[config.mk]
export PLATFORM = sky130hd
export DESIGN_NAME = base64_stream_decoder_unit
export DESIGN_NICKNAME = d
export VERILOG_FILES = /design/src/hw/rtl/b64sd_pkg.sv /design/src/hw/rtl/base64_stream_decoder_unit.sv /design/src/hw/rtl/b64sd_front.sv /design/src/hw/rtl/b64sd_queue.sv /design/src/hw/rtl/b64sd_back.sv
export SDC_FILE = /design/constraint.sdc
export NUM_CORES = 1
export LEC_CHECK = 0
export BUFFER_PORTS_ARGS = -buffer_cell sky130_fd_sc_hd__buf_2
export CAP_MARGIN = 20
export CORE_ASPECT_RATIO = 1.1
export CORE_MARGIN = 2
export CORE_UTILIZATION = 65
export DETAILED_ROUTE_END_ITERATION = 6
export PLACE_DENSITY_LB_ADDON = 0.25
export SYNTH_ARGS = -nofsm -noshare
export SYNTH_HDL_FRONTEND = slang
export SYNTH_SLANG_ARGS = --single-unit
[constraint.sdc]
create_clock -name i_clk -period 22.5 [get_ports i_clk]
set_input_delay 4.5 -clock i_clk [delete_from_list [all_inputs] [get_ports i_clk]]
set_output_delay 4.5 -clock i_clk [all_outputs]
set_load 0.02 [all_outputs]
[src/hw/rtl/b64sd_pkg.sv]
// Shared types, constants and character decode helpers for the base64 stream decoder.
`default_nettype none

package b64sd_pkg;

    localparam int unsigned LEN_W           = 24;  // capacity and status count width
    localparam int unsigned COUNT_BITS_DEF  = 24;
    localparam int unsigned QUEUE_DEPTH_DEF = 4;
    localparam int unsigned APB_ADDR_W      = 3;
    localparam int unsigned APB_DATA_W      = 32;

    localparam logic             REG_MAX_LEN   = 1'b0;  // register index 0
    localparam logic [LEN_W-1:0] MAX_LEN_RESET = '1;

    localparam int unsigned SYM_LOWER_BASE = 26;
    localparam int unsigned SYM_DIGIT_BASE = 52;
    localparam logic [5:0]  SYM_PLUS       = 6'd62;
    localparam logic [5:0]  SYM_SLASH      = 6'd63;
    localparam logic [7:0]  CH_PAD         = 8'h3D;  // '='

    typedef enum logic [2:0] {
        RSN_NONE      = 3'd0,
        RSN_BAD_CHAR  = 3'd1,
        RSN_PADS      = 3'd2,
        RSN_AFTER_PAD = 3'd3,
        RSN_LENGTH    = 3'd4,
        RSN_CAPACITY  = 3'd5
    } t_reason;

    // One queue entry: up to three data beats, then an optional status beat.
    typedef struct packed {
        logic [1:0]       nbytes;
        logic [7:0]       b0;
        logic [7:0]       b1;
        logic [7:0]       b2;
        logic             stat;
        logic             ok;
        t_reason          reason;
        logic [LEN_W-1:0] count;
    } t_entry;

    // {valid, 6-bit symbol value}
    function automatic logic [6:0] sym_lookup(input logic [7:0] c);
        logic [6:0] r;
        r = '0;
        if (c >= 8'h41 && c <= 8'h5A) begin
            r = {1'b1, 6'(c - 8'h41)};
        end else if (c >= 8'h61 && c <= 8'h7A) begin
            r = {1'b1, 6'(c - 8'h61 + 8'(SYM_LOWER_BASE))};
        end else if (c >= 8'h30 && c <= 8'h39) begin
            r = {1'b1, 6'(c - 8'h30 + 8'(SYM_DIGIT_BASE))};
        end else if (c == 8'h2B) begin
            r = {1'b1, SYM_PLUS};
        end else if (c == 8'h2F) begin
            r = {1'b1, SYM_SLASH};
        end
        return r;
    endfunction

    // space, tab, CR, LF
    function automatic logic is_blank(input logic [7:0] c);
        return (c == 8'h20) || (c == 8'h09) || (c == 8'h0D) || (c == 8'h0A);
    endfunction

endpackage

`default_nettype wire

[src/hw/rtl/base64_stream_decoder_unit.sv]
// Top level of the streaming base64 decoder: config register, front, queue, back.
`default_nettype none

// Channel  | Direction | Handshake          | Beat payload
// ---------+-----------+--------------------+---------------------------------------------
// input    | in        | i_valid / o_stall  | i_has_byte, i_char_in, i_is_last
// output   | out       | o_valid / i_stall  | o_kind, o_byte_out, o_ok, o_reason,
//          |           |                    | o_byte_count, o_run_end
// config   | in/out    | APB (psel..pready) | max_output_len at byte address 0
//
// The front takes one input beat per cycle while the queue has room; a character
// is classified and the message state updated in that same cycle.
// The back register sends one result beat per cycle while i_stall is low; an item
// yields 0 to 4 result beats, and the queue absorbs bursts.
// o_stall is high only while the queue is full; the output register refills in
// the cycle it is taken, so i_stall only backs up the queue.
// Reset (synchronous, active low) clears message state, empties queue and output,
// and sets max_output_len to all ones.

module base64_stream_decoder_unit
    import b64sd_pkg::*;
#(
    parameter int unsigned COUNT_BITS  = COUNT_BITS_DEF,
    parameter int unsigned QUEUE_DEPTH = QUEUE_DEPTH_DEF
) (
    input  wire logic                  i_clk,
    input  wire logic                  i_rst_n,

    // input characters
    input  wire logic                  i_valid,
    output logic                       o_stall,
    input  wire logic                  i_has_byte,
    input  wire logic [7:0]            i_char_in,
    input  wire logic                  i_is_last,

    // results
    output logic                       o_valid,
    input  wire logic                  i_stall,
    output logic                       o_kind,
    output logic [7:0]                 o_byte_out,
    output logic                       o_ok,
    output logic [2:0]                 o_reason,
    output logic [LEN_W-1:0]           o_byte_count,
    output logic                       o_run_end,

    // configuration
    input  wire logic                  psel,
    input  wire logic                  penable,
    input  wire logic                  pwrite,
    input  wire logic [APB_ADDR_W-1:0] paddr,
    input  wire logic [APB_DATA_W-1:0] pwdata,
    output logic [APB_DATA_W-1:0]      prdata,
    output logic                       pready
);

    logic [LEN_W-1:0] r_max_len;
    logic             cfg_wr;
    logic             sel_max;

    logic             q_push, q_pop, q_empty, q_full;
    t_entry           q_in, q_head;

    // ---- configuration register ----
    // Register index is the word address bit; only index 0 exists.
    assign pready  = 1'b1;
    assign sel_max = (paddr[APB_ADDR_W-1] == REG_MAX_LEN);
    assign cfg_wr  = psel && penable && pwrite && pready;
    assign prdata  = sel_max ? {{(APB_DATA_W - LEN_W){1'b0}}, r_max_len} : '0;

    always_ff @(posedge i_clk) begin
        if (!i_rst_n) begin
            r_max_len <= MAX_LEN_RESET;
        end else if (cfg_wr && sel_max) begin
            r_max_len <= pwdata[LEN_W-1:0];
        end
    end

    // ---- front: decode and message bookkeeping ----
    assign o_stall = q_full;

    b64sd_front #(
        .COUNT_BITS (COUNT_BITS)
    ) u_front (
        .i_clk      (i_clk),
        .i_rst_n    (i_rst_n),
        .i_valid    (i_valid),
        .i_full     (q_full),
        .i_has_byte (i_has_byte),
        .i_char_in  (i_char_in),
        .i_is_last  (i_is_last),
        .i_max_len  (r_max_len),
        .o_push     (q_push),
        .o_entry    (q_in)
    );

    // ---- queue: one entry per item that yields results ----
    b64sd_queue #(
        .DEPTH (QUEUE_DEPTH)
    ) u_queue (
        .i_clk   (i_clk),
        .i_rst_n (i_rst_n),
        .i_push  (q_push),
        .i_entry (q_in),
        .i_pop   (q_pop),
        .o_head  (q_head),
        .o_empty (q_empty),
        .o_full  (q_full)
    );

    // ---- back: one result beat per cycle while not stalled ----
    b64sd_back u_back (
        .i_clk        (i_clk),
        .i_rst_n      (i_rst_n),
        .i_empty      (q_empty),
        .i_head       (q_head),
        .i_stall      (i_stall),
        .o_pop        (q_pop),
        .o_valid      (o_valid),
        .o_kind       (o_kind),
        .o_byte_out   (o_byte_out),
        .o_ok         (o_ok),
        .o_reason     (o_reason),
        .o_byte_count (o_byte_count),
        .o_run_end    (o_run_end)
    );

endmodule

`default_nettype wire

[src/hw/rtl/b64sd_front.sv]
// Front end: classifies characters, tracks message state, builds queue entries.
`default_nettype none

module b64sd_front
    import b64sd_pkg::*;
#(
    parameter int unsigned COUNT_BITS = COUNT_BITS_DEF
) (
    input  wire logic             i_clk,
    input  wire logic             i_rst_n,
    input  wire logic             i_valid,
    input  wire logic             i_full,
    input  wire logic             i_has_byte,
    input  wire logic [7:0]       i_char_in,
    input  wire logic             i_is_last,
    input  wire logic [LEN_W-1:0] i_max_len,
    output logic                  o_push,
    output t_entry                o_entry
);

    localparam int unsigned CNT_W = COUNT_BITS + 1;
    localparam int unsigned EXT_W = ((CNT_W > LEN_W) ? CNT_W : LEN_W) + 2;

    logic [17:0]      r_accum, n_accum;
    logic [1:0]       r_phase, n_phase;
    logic [1:0]       r_pad,   n_pad;
    t_reason          r_err,   n_err;
    logic [CNT_W-1:0] r_total, n_total;

    logic             accept;
    logic [6:0]       sym;
    logic             active;
    logic             grp;
    logic [23:0]      grp_word;
    logic [EXT_W-1:0] t_ext, lim_ext, max_ext, s1, s2, s3, fin;
    logic             e0, e1, e2;
    logic [1:0]       grp_n, tail;
    t_reason          rsn;
    t_entry           ent;

    // saturating add at the all-ones total limit
    function automatic logic [EXT_W-1:0] sat_add(input logic [EXT_W-1:0] a,
                                                 input logic [EXT_W-1:0] lim,
                                                 input logic [1:0]       k);
        logic [EXT_W-1:0] s;
        s = a + EXT_W'(k);
        return (s > lim) ? lim : s;
    endfunction

    assign accept   = i_valid & ~i_full;
    assign sym      = sym_lookup(i_char_in);
    assign active   = i_has_byte && (r_err == RSN_NONE) && !is_blank(i_char_in);
    assign grp_word = {r_accum, sym[5:0]};

    assign t_ext   = EXT_W'(r_total);
    assign lim_ext = EXT_W'({CNT_W{1'b1}});
    assign max_ext = EXT_W'(i_max_len);
    assign s1      = sat_add(t_ext, lim_ext, 2'd1);
    assign s2      = sat_add(t_ext, lim_ext, 2'd2);
    assign s3      = sat_add(t_ext, lim_ext, 2'd3);

    // a group is only taken with no error pending, so only capacity gates bytes
    assign e0    = t_ext < max_ext;
    assign e1    = s1 < max_ext;
    assign e2    = s2 < max_ext;
    assign grp_n = 2'(e0) + 2'(e1) + 2'(e2);

    always_comb begin
        n_accum = r_accum;
        n_phase = r_phase;
        n_pad   = r_pad;
        n_err   = r_err;
        grp     = 1'b0;
        if (active) begin
            if (i_char_in == CH_PAD) begin
                if (r_pad >= 2'd2) begin
                    n_err = RSN_PADS;
                end else begin
                    n_pad = r_pad + 2'd1;
                end
            end else if (!sym[6]) begin
                n_err = RSN_BAD_CHAR;
            end else if (r_pad != 2'd0) begin
                n_err = RSN_AFTER_PAD;
            end else if (r_phase == 2'd3) begin
                grp     = 1'b1;
                n_accum = '0;
                n_phase = 2'd0;
            end else begin
                n_accum = {r_accum[11:0], sym[5:0]};
                n_phase = r_phase + 2'd1;
            end
        end
        n_total = grp ? CNT_W'(s3) : r_total;
    end

    always_comb begin
        case (n_phase)
            2'd2:    tail = 2'd1;
            2'd3:    tail = 2'd2;
            default: tail = 2'd0;
        endcase
        fin = EXT_W'(n_total) + EXT_W'(tail);

        rsn = n_err;
        if (rsn == RSN_NONE && (n_phase + n_pad) != 2'd0) begin
            rsn = RSN_LENGTH;
        end
        if (rsn == RSN_NONE && fin > max_ext) begin
            rsn = RSN_CAPACITY;
        end

        ent        = '0;
        ent.reason = RSN_NONE;
        if (grp) begin
            ent.nbytes = grp_n;
            ent.b0     = grp_word[23:16];
            ent.b1     = grp_word[15:8];
            ent.b2     = grp_word[7:0];
        end
        if (i_is_last) begin
            ent.stat   = 1'b1;
            ent.reason = rsn;
            if (rsn == RSN_NONE) begin
                ent.ok    = 1'b1;
                ent.count = LEN_W'(fin);
                // tail bytes; never together with a completed group
                if (n_phase == 2'd2) begin
                    ent.nbytes = 2'd1;
                    ent.b0     = n_accum[11:4];
                end else if (n_phase == 2'd3) begin
                    ent.nbytes = 2'd2;
                    ent.b0     = n_accum[17:10];
                    ent.b1     = n_accum[9:2];
                end
            end
        end
    end

    assign o_entry = ent;
    assign o_push  = accept && (ent.stat || ent.nbytes != 2'd0);

    always_ff @(posedge i_clk) begin
        if (!i_rst_n) begin
            r_accum <= '0;
            r_phase <= '0;
            r_pad   <= '0;
            r_err   <= RSN_NONE;
            r_total <= '0;
        end else if (accept) begin
            if (i_is_last) begin
                r_accum <= '0;
                r_phase <= '0;
                r_pad   <= '0;
                r_err   <= RSN_NONE;
                r_total <= '0;
            end else begin
                r_accum <= n_accum;
                r_phase <= n_phase;
                r_pad   <= n_pad;
                r_err   <= n_err;
                r_total <= n_total;
            end
        end
    end

endmodule

`default_nettype wire

[src/hw/rtl/b64sd_queue.sv]
// Small entry queue between front and back ends.
`default_nettype none

module b64sd_queue
    import b64sd_pkg::*;
#(
    parameter int unsigned DEPTH = QUEUE_DEPTH_DEF
) (
    input  wire logic   i_clk,
    input  wire logic   i_rst_n,
    input  wire logic   i_push,
    input  t_entry      i_entry,
    input  wire logic   i_pop,
    output t_entry      o_head,
    output logic        o_empty,
    output logic        o_full
);

    localparam int unsigned PTR_W = (DEPTH > 1) ? $clog2(DEPTH) : 1;
    localparam int unsigned CNT_W = $clog2(DEPTH + 1);

    t_entry           r_mem [DEPTH];
    logic [PTR_W-1:0] r_wr, r_rd;
    logic [CNT_W-1:0] r_cnt;
    logic             do_push, do_pop;

    assign o_empty = (r_cnt == '0);
    assign o_full  = (r_cnt == CNT_W'(DEPTH));
    assign o_head  = r_mem[r_rd];
    assign do_push = i_push && !o_full;
    assign do_pop  = i_pop && !o_empty;

    always_ff @(posedge i_clk) begin
        if (do_push) begin
            r_mem[r_wr] <= i_entry;
        end
    end

    always_ff @(posedge i_clk) begin
        if (!i_rst_n) begin
            r_wr  <= '0;
            r_rd  <= '0;
            r_cnt <= '0;
        end else begin
            if (do_push) begin
                r_wr <= (r_wr == PTR_W'(DEPTH - 1)) ? '0 : r_wr + PTR_W'(1);
            end
            if (do_pop) begin
                r_rd <= (r_rd == PTR_W'(DEPTH - 1)) ? '0 : r_rd + PTR_W'(1);
            end
            if (do_push && !do_pop) begin
                r_cnt <= r_cnt + CNT_W'(1);
            end else if (do_pop && !do_push) begin
                r_cnt <= r_cnt - CNT_W'(1);
            end
        end
    end

endmodule

`default_nettype wire

[src/hw/rtl/b64sd_back.sv]
// Back end: unrolls queue entries into result beats through an output register.
`default_nettype none

module b64sd_back
    import b64sd_pkg::*;
(
    input  wire logic             i_clk,
    input  wire logic             i_rst_n,
    input  wire logic             i_empty,
    input  t_entry                i_head,
    input  wire logic             i_stall,
    output logic                  o_pop,
    output logic                  o_valid,
    output logic                  o_kind,
    output logic [7:0]            o_byte_out,
    output logic                  o_ok,
    output logic [2:0]            o_reason,
    output logic [LEN_W-1:0]      o_byte_count,
    output logic                  o_run_end
);

    logic [1:0]       r_idx;
    logic             r_valid;
    logic             r_kind, r_ok, r_run_end;
    logic [7:0]       r_byte;
    logic [2:0]       r_reason;
    logic [LEN_W-1:0] r_count;

    logic             load, is_data, is_last_rec;
    logic [2:0]       rec_total;
    logic [7:0]       sel_byte;

    assign load        = !r_valid || !i_stall;
    assign rec_total   = 3'(i_head.nbytes) + 3'(i_head.stat);
    assign is_data     = r_idx < i_head.nbytes;
    assign is_last_rec = (3'(r_idx) + 3'd1) == rec_total;
    assign o_pop       = load && !i_empty && is_last_rec;

    always_comb begin
        case (r_idx)
            2'd0:    sel_byte = i_head.b0;
            2'd1:    sel_byte = i_head.b1;
            default: sel_byte = i_head.b2;
        endcase
    end

    always_ff @(posedge i_clk) begin
        if (!i_rst_n) begin
            r_valid <= 1'b0;
            r_idx   <= '0;
        end else if (load) begin
            r_valid <= !i_empty;
            if (!i_empty) begin
                r_idx <= is_last_rec ? 2'd0 : r_idx + 2'd1;
            end
        end
    end

    always_ff @(posedge i_clk) begin
        if (load && !i_empty) begin
            r_run_end <= is_last_rec;
            if (is_data) begin
                r_kind   <= 1'b0;
                r_byte   <= sel_byte;
                r_ok     <= 1'b0;
                r_reason <= RSN_NONE;
                r_count  <= '0;
            end else begin
                r_kind   <= 1'b1;
                r_byte   <= '0;
                r_ok     <= i_head.ok;
                r_reason <= i_head.reason;
                r_count  <= i_head.count;
            end
        end
    end

    assign o_valid      = r_valid;
    assign o_kind       = r_kind;
    assign o_byte_out   = r_byte;
    assign o_ok         = r_ok;
    assign o_reason     = r_reason;
    assign o_byte_count = r_count;
    assign o_run_end    = r_run_end;

endmodule

`default_nettype wire

==> results.cfg <==
[sta]
max-slew-margin-rel_pct = 39.14
rsz0062_at_grt = false
fmax_mhz = 85.07
setup-violations-final = 0
post_layout_min_period_ns = 11.76
hold_viol_final = 0
slew_viol_final = 0
worst_slew_pin_slew_ns = 0.9109
finClkSkew_ns = 0.01198
min_period_over_period_pct = 52.25
final.setup.tns_ns = 0

[cts]
postCtsSetupRepairBufs = 0
max-clock-path-buffers = 3
clock_tree.htree_level_count = 2
postCtsHoldBufs = 0
tritoncts.num_buffers = 35
clock-sinks = 344
cts_repair_resize_count = 0
post_cts_clock_slew_at_the_launch_and_capture_registers_of_the_worst_setup_and_hold_paths_ns = 0.06
cts_tree = done
root_buffer = clkbuf_16
clock_insertion_delay_worst_skew_ns = 0.53

[route]
wl_per_cell_um = 23.33
iter_0_drt_violations = 1647
dr_total_vias = 14240
route.detailed.vias_per_inst = 6.585
wirelength_um = 50440
detailedRoute.firstPassIterationCount = 7
drt.antenna.violating_nets = 0
remaining_drc_errors = 0

[min_path]
hp-start = u_back.o_valid
worst_hold_path.num_cells = 2
hp-class = flip-flop to flip-flop

[worst_setup_path]
rr_startpoint = u_front.r_total[5]
worstSetupStartpointType = primary input
critPathLaunch = i_char_in[2]
crit_type = primary input to flip-flop
worst_setup_path_end_kind = flip-flop
required_ns = 22.74
crit_path_max_fanout = 24
reg2reg_setup_slack_ns = 13.75
timing.critical_path.arrival_ns = 12.00
worst_reg2reg_path_depth = 29

[layout]
nNetsFinal = 1948
layout_cells_sized_above_1_pct = 14.84
design_area_um2 = 21090
syn2layout_area_growth_pct = 9.928

[die]
std_cell_rows = 65
floorplan.die.height_um = 184.2
ios = 125
initial_utilization_pct = 66.44
core_um2 = 28870
die_width_um = 167.8
die-area_um2 = 30900

[global_routing]
grt_antenna_before_repair = 0
via_count_of_the_first_global_routing_pass = 13880
grt_first_pass_wirelength_um = 77790
grt_start_max_net_pins = 85
grt_usage_pct = 32.69
grt_overflow_total = 0

[logic_synthesis]
synth_top_cell_area_share_pct = 40.39
count_of_mapped_cells_out_of_synthesis = 1704
synth_edf_count = 258
post_synth_most_frequent_cells = edfxtp_1 (258), nand2_1 (191), ha_1 (127)
syn_area_per_cell_um2 = 11.26
yosysWarnings = 0
synth_cell_type_count = 86
synthFlopType = edfxtp_1
yosysMostFrequentCell = edfxtp_1
synth_top_cells_by_area = edfxtp_1 (40%), dfxtp_1 (9.0%), ha_1 (8.3%), mux4_2 (6.5%), nand2_1 (3.7%)
syn_area_um2 = 19180
synth_largest_area_cell = edfxtp_1
seq_area_frac_synth_pct = 49.37
async_flop_share_pct = 0
synth_seq_cells = 344

[place]
gp_congestion = 0.9537
detailedPlacementHpwl_um = 33700
port-buffer-count = 105
detailed_place.area_um2 = 19870

[flow_run]
max_cap_viol_count = 0

[power]
p_leak_nw = 8.423
power-per-cell-area_nw_per_um2 = 83.68
peakVddDrop_mv = 0.05601
power.total_mw = 1.764

[outcome]
status = completed
layer usage:
metal  vias up  share of wire (%)  global-route usage (%)
li1       6459                  -                       -
met3       139                8.3                   4.703
met5         -                  0                       0
met1      6864                 41                   44.25
met2       774                 48                   53.93
met4         0                3.6                   12.73
path summary, 6_finish.rpt:
path,to
setup reg to reg,u_queue.r_cnt[2]
setup / recovery,u_queue.r_mem[3][54]
hold reg to reg,u_back.o_valid
hold / removal,u_back.o_valid
worst max-delay path, stage by stage:
cell       delay [ns]
buf_2            0.16
inv_1            0.14
ha_1             0.31
nor2_1           0.10
o41ai_1          0.55
or3b_1           0.67
a21oi_2          0.05
buf_4            0.24
a31oi_1          0.53
inv_1            0.13
fa_1             0.41
inv_1            0.16
o221ai_1         0.21
nor4_4           0.42
nand4b_4         0.24
nor3_1           0.34
xor2_1           0.26
ha_1             0.29
a21oi_1          0.13
nor2b_1          0.06
o21ai_0          0.13
nand2_1          0.08
a2111oi_0        0.34
a21o_1           0.29
and2_1           0.24
o21ai_4          0.24
nor2_4           0.31
mux2_1           0.43
power breakdown:
part	internal, mW	switching [mW]	total [mW]
registers	0.758	0.0331	0.791
clock network	0.346	0.251	0.597
logic	0.151	0.225	0.377
total	1.25	0.510	1.76
cell usage in the layout (no fill, tap or decap), types with 49 or more instances in the layout:
| cell | count |
|---|---|
| buf_2 | 105 |
| nand2_1 | 191 |
| nor2b_1 | 66 |
| edfxtp_1 | 258 |
| nor2_1 | 101 |
| inv_1 | 54 |
| o21ai_0 | 49 |
| ha_1 | 127 |
| dfxtp_1 | 84 |
| mux4_2 | 55 |
| and2_1 | 66 |
| a21oi_1 | 66 |
cell type report:
class,instances,area (um^2)
tap,368,460.4
sequential,344,9474
clock inverter,24,247.7
inverter,55,209.0
timing repair buffer,122,673.1
fill,1893,7786
multi-input combinational,1208,9092
clock buffer,40,925.9
antenna,1,2.502
logic make-up after synthesis:
kind of cell	share of synthesized area (%)
and+or+nand+nor	16.18
DFF	49.37
AOI/OAI and AO/OA	11.77
buffers and inverters	3.451
adders and majority gates	8.598
xor gates and xnor gates	3.425
muxes	7.162
other	0.03915
sequential cells by signal, summed over array words and instances (netlist names), 2 cells and up, named ones only:
signal	cells
r_max_len	24
u_front.r_total	25
u_front.r_pad	2
u_queue.r_mem	220
u_queue.r_rd	2
u_back.o_byte_out	8
u_back.o_byte_count	24
u_queue.r_wr	2
u_queue.r_cnt	3
u_front.r_phase	2
u_front.r_accum	18
u_back.r_idx	2
u_front.r_err	3
u_back.o_reason	3
stage by stage:
step,hold slack (ns),std cells,worst slack [ns],util [%]
2_1_floorplan,0.4649,1711,11.84,-
4_1_cts,0.5164,2159,10.42,72.90
6_report,0.5204,2162,10.74,73.03
5_1_grt,0.5449,2161,10.21,73.02
3_3_place_gp,0.4638,2095,10.01,68.84
3_5_place_dp,0.5059,2095,9.950,68.84
(Power assumes the default switching activity.)
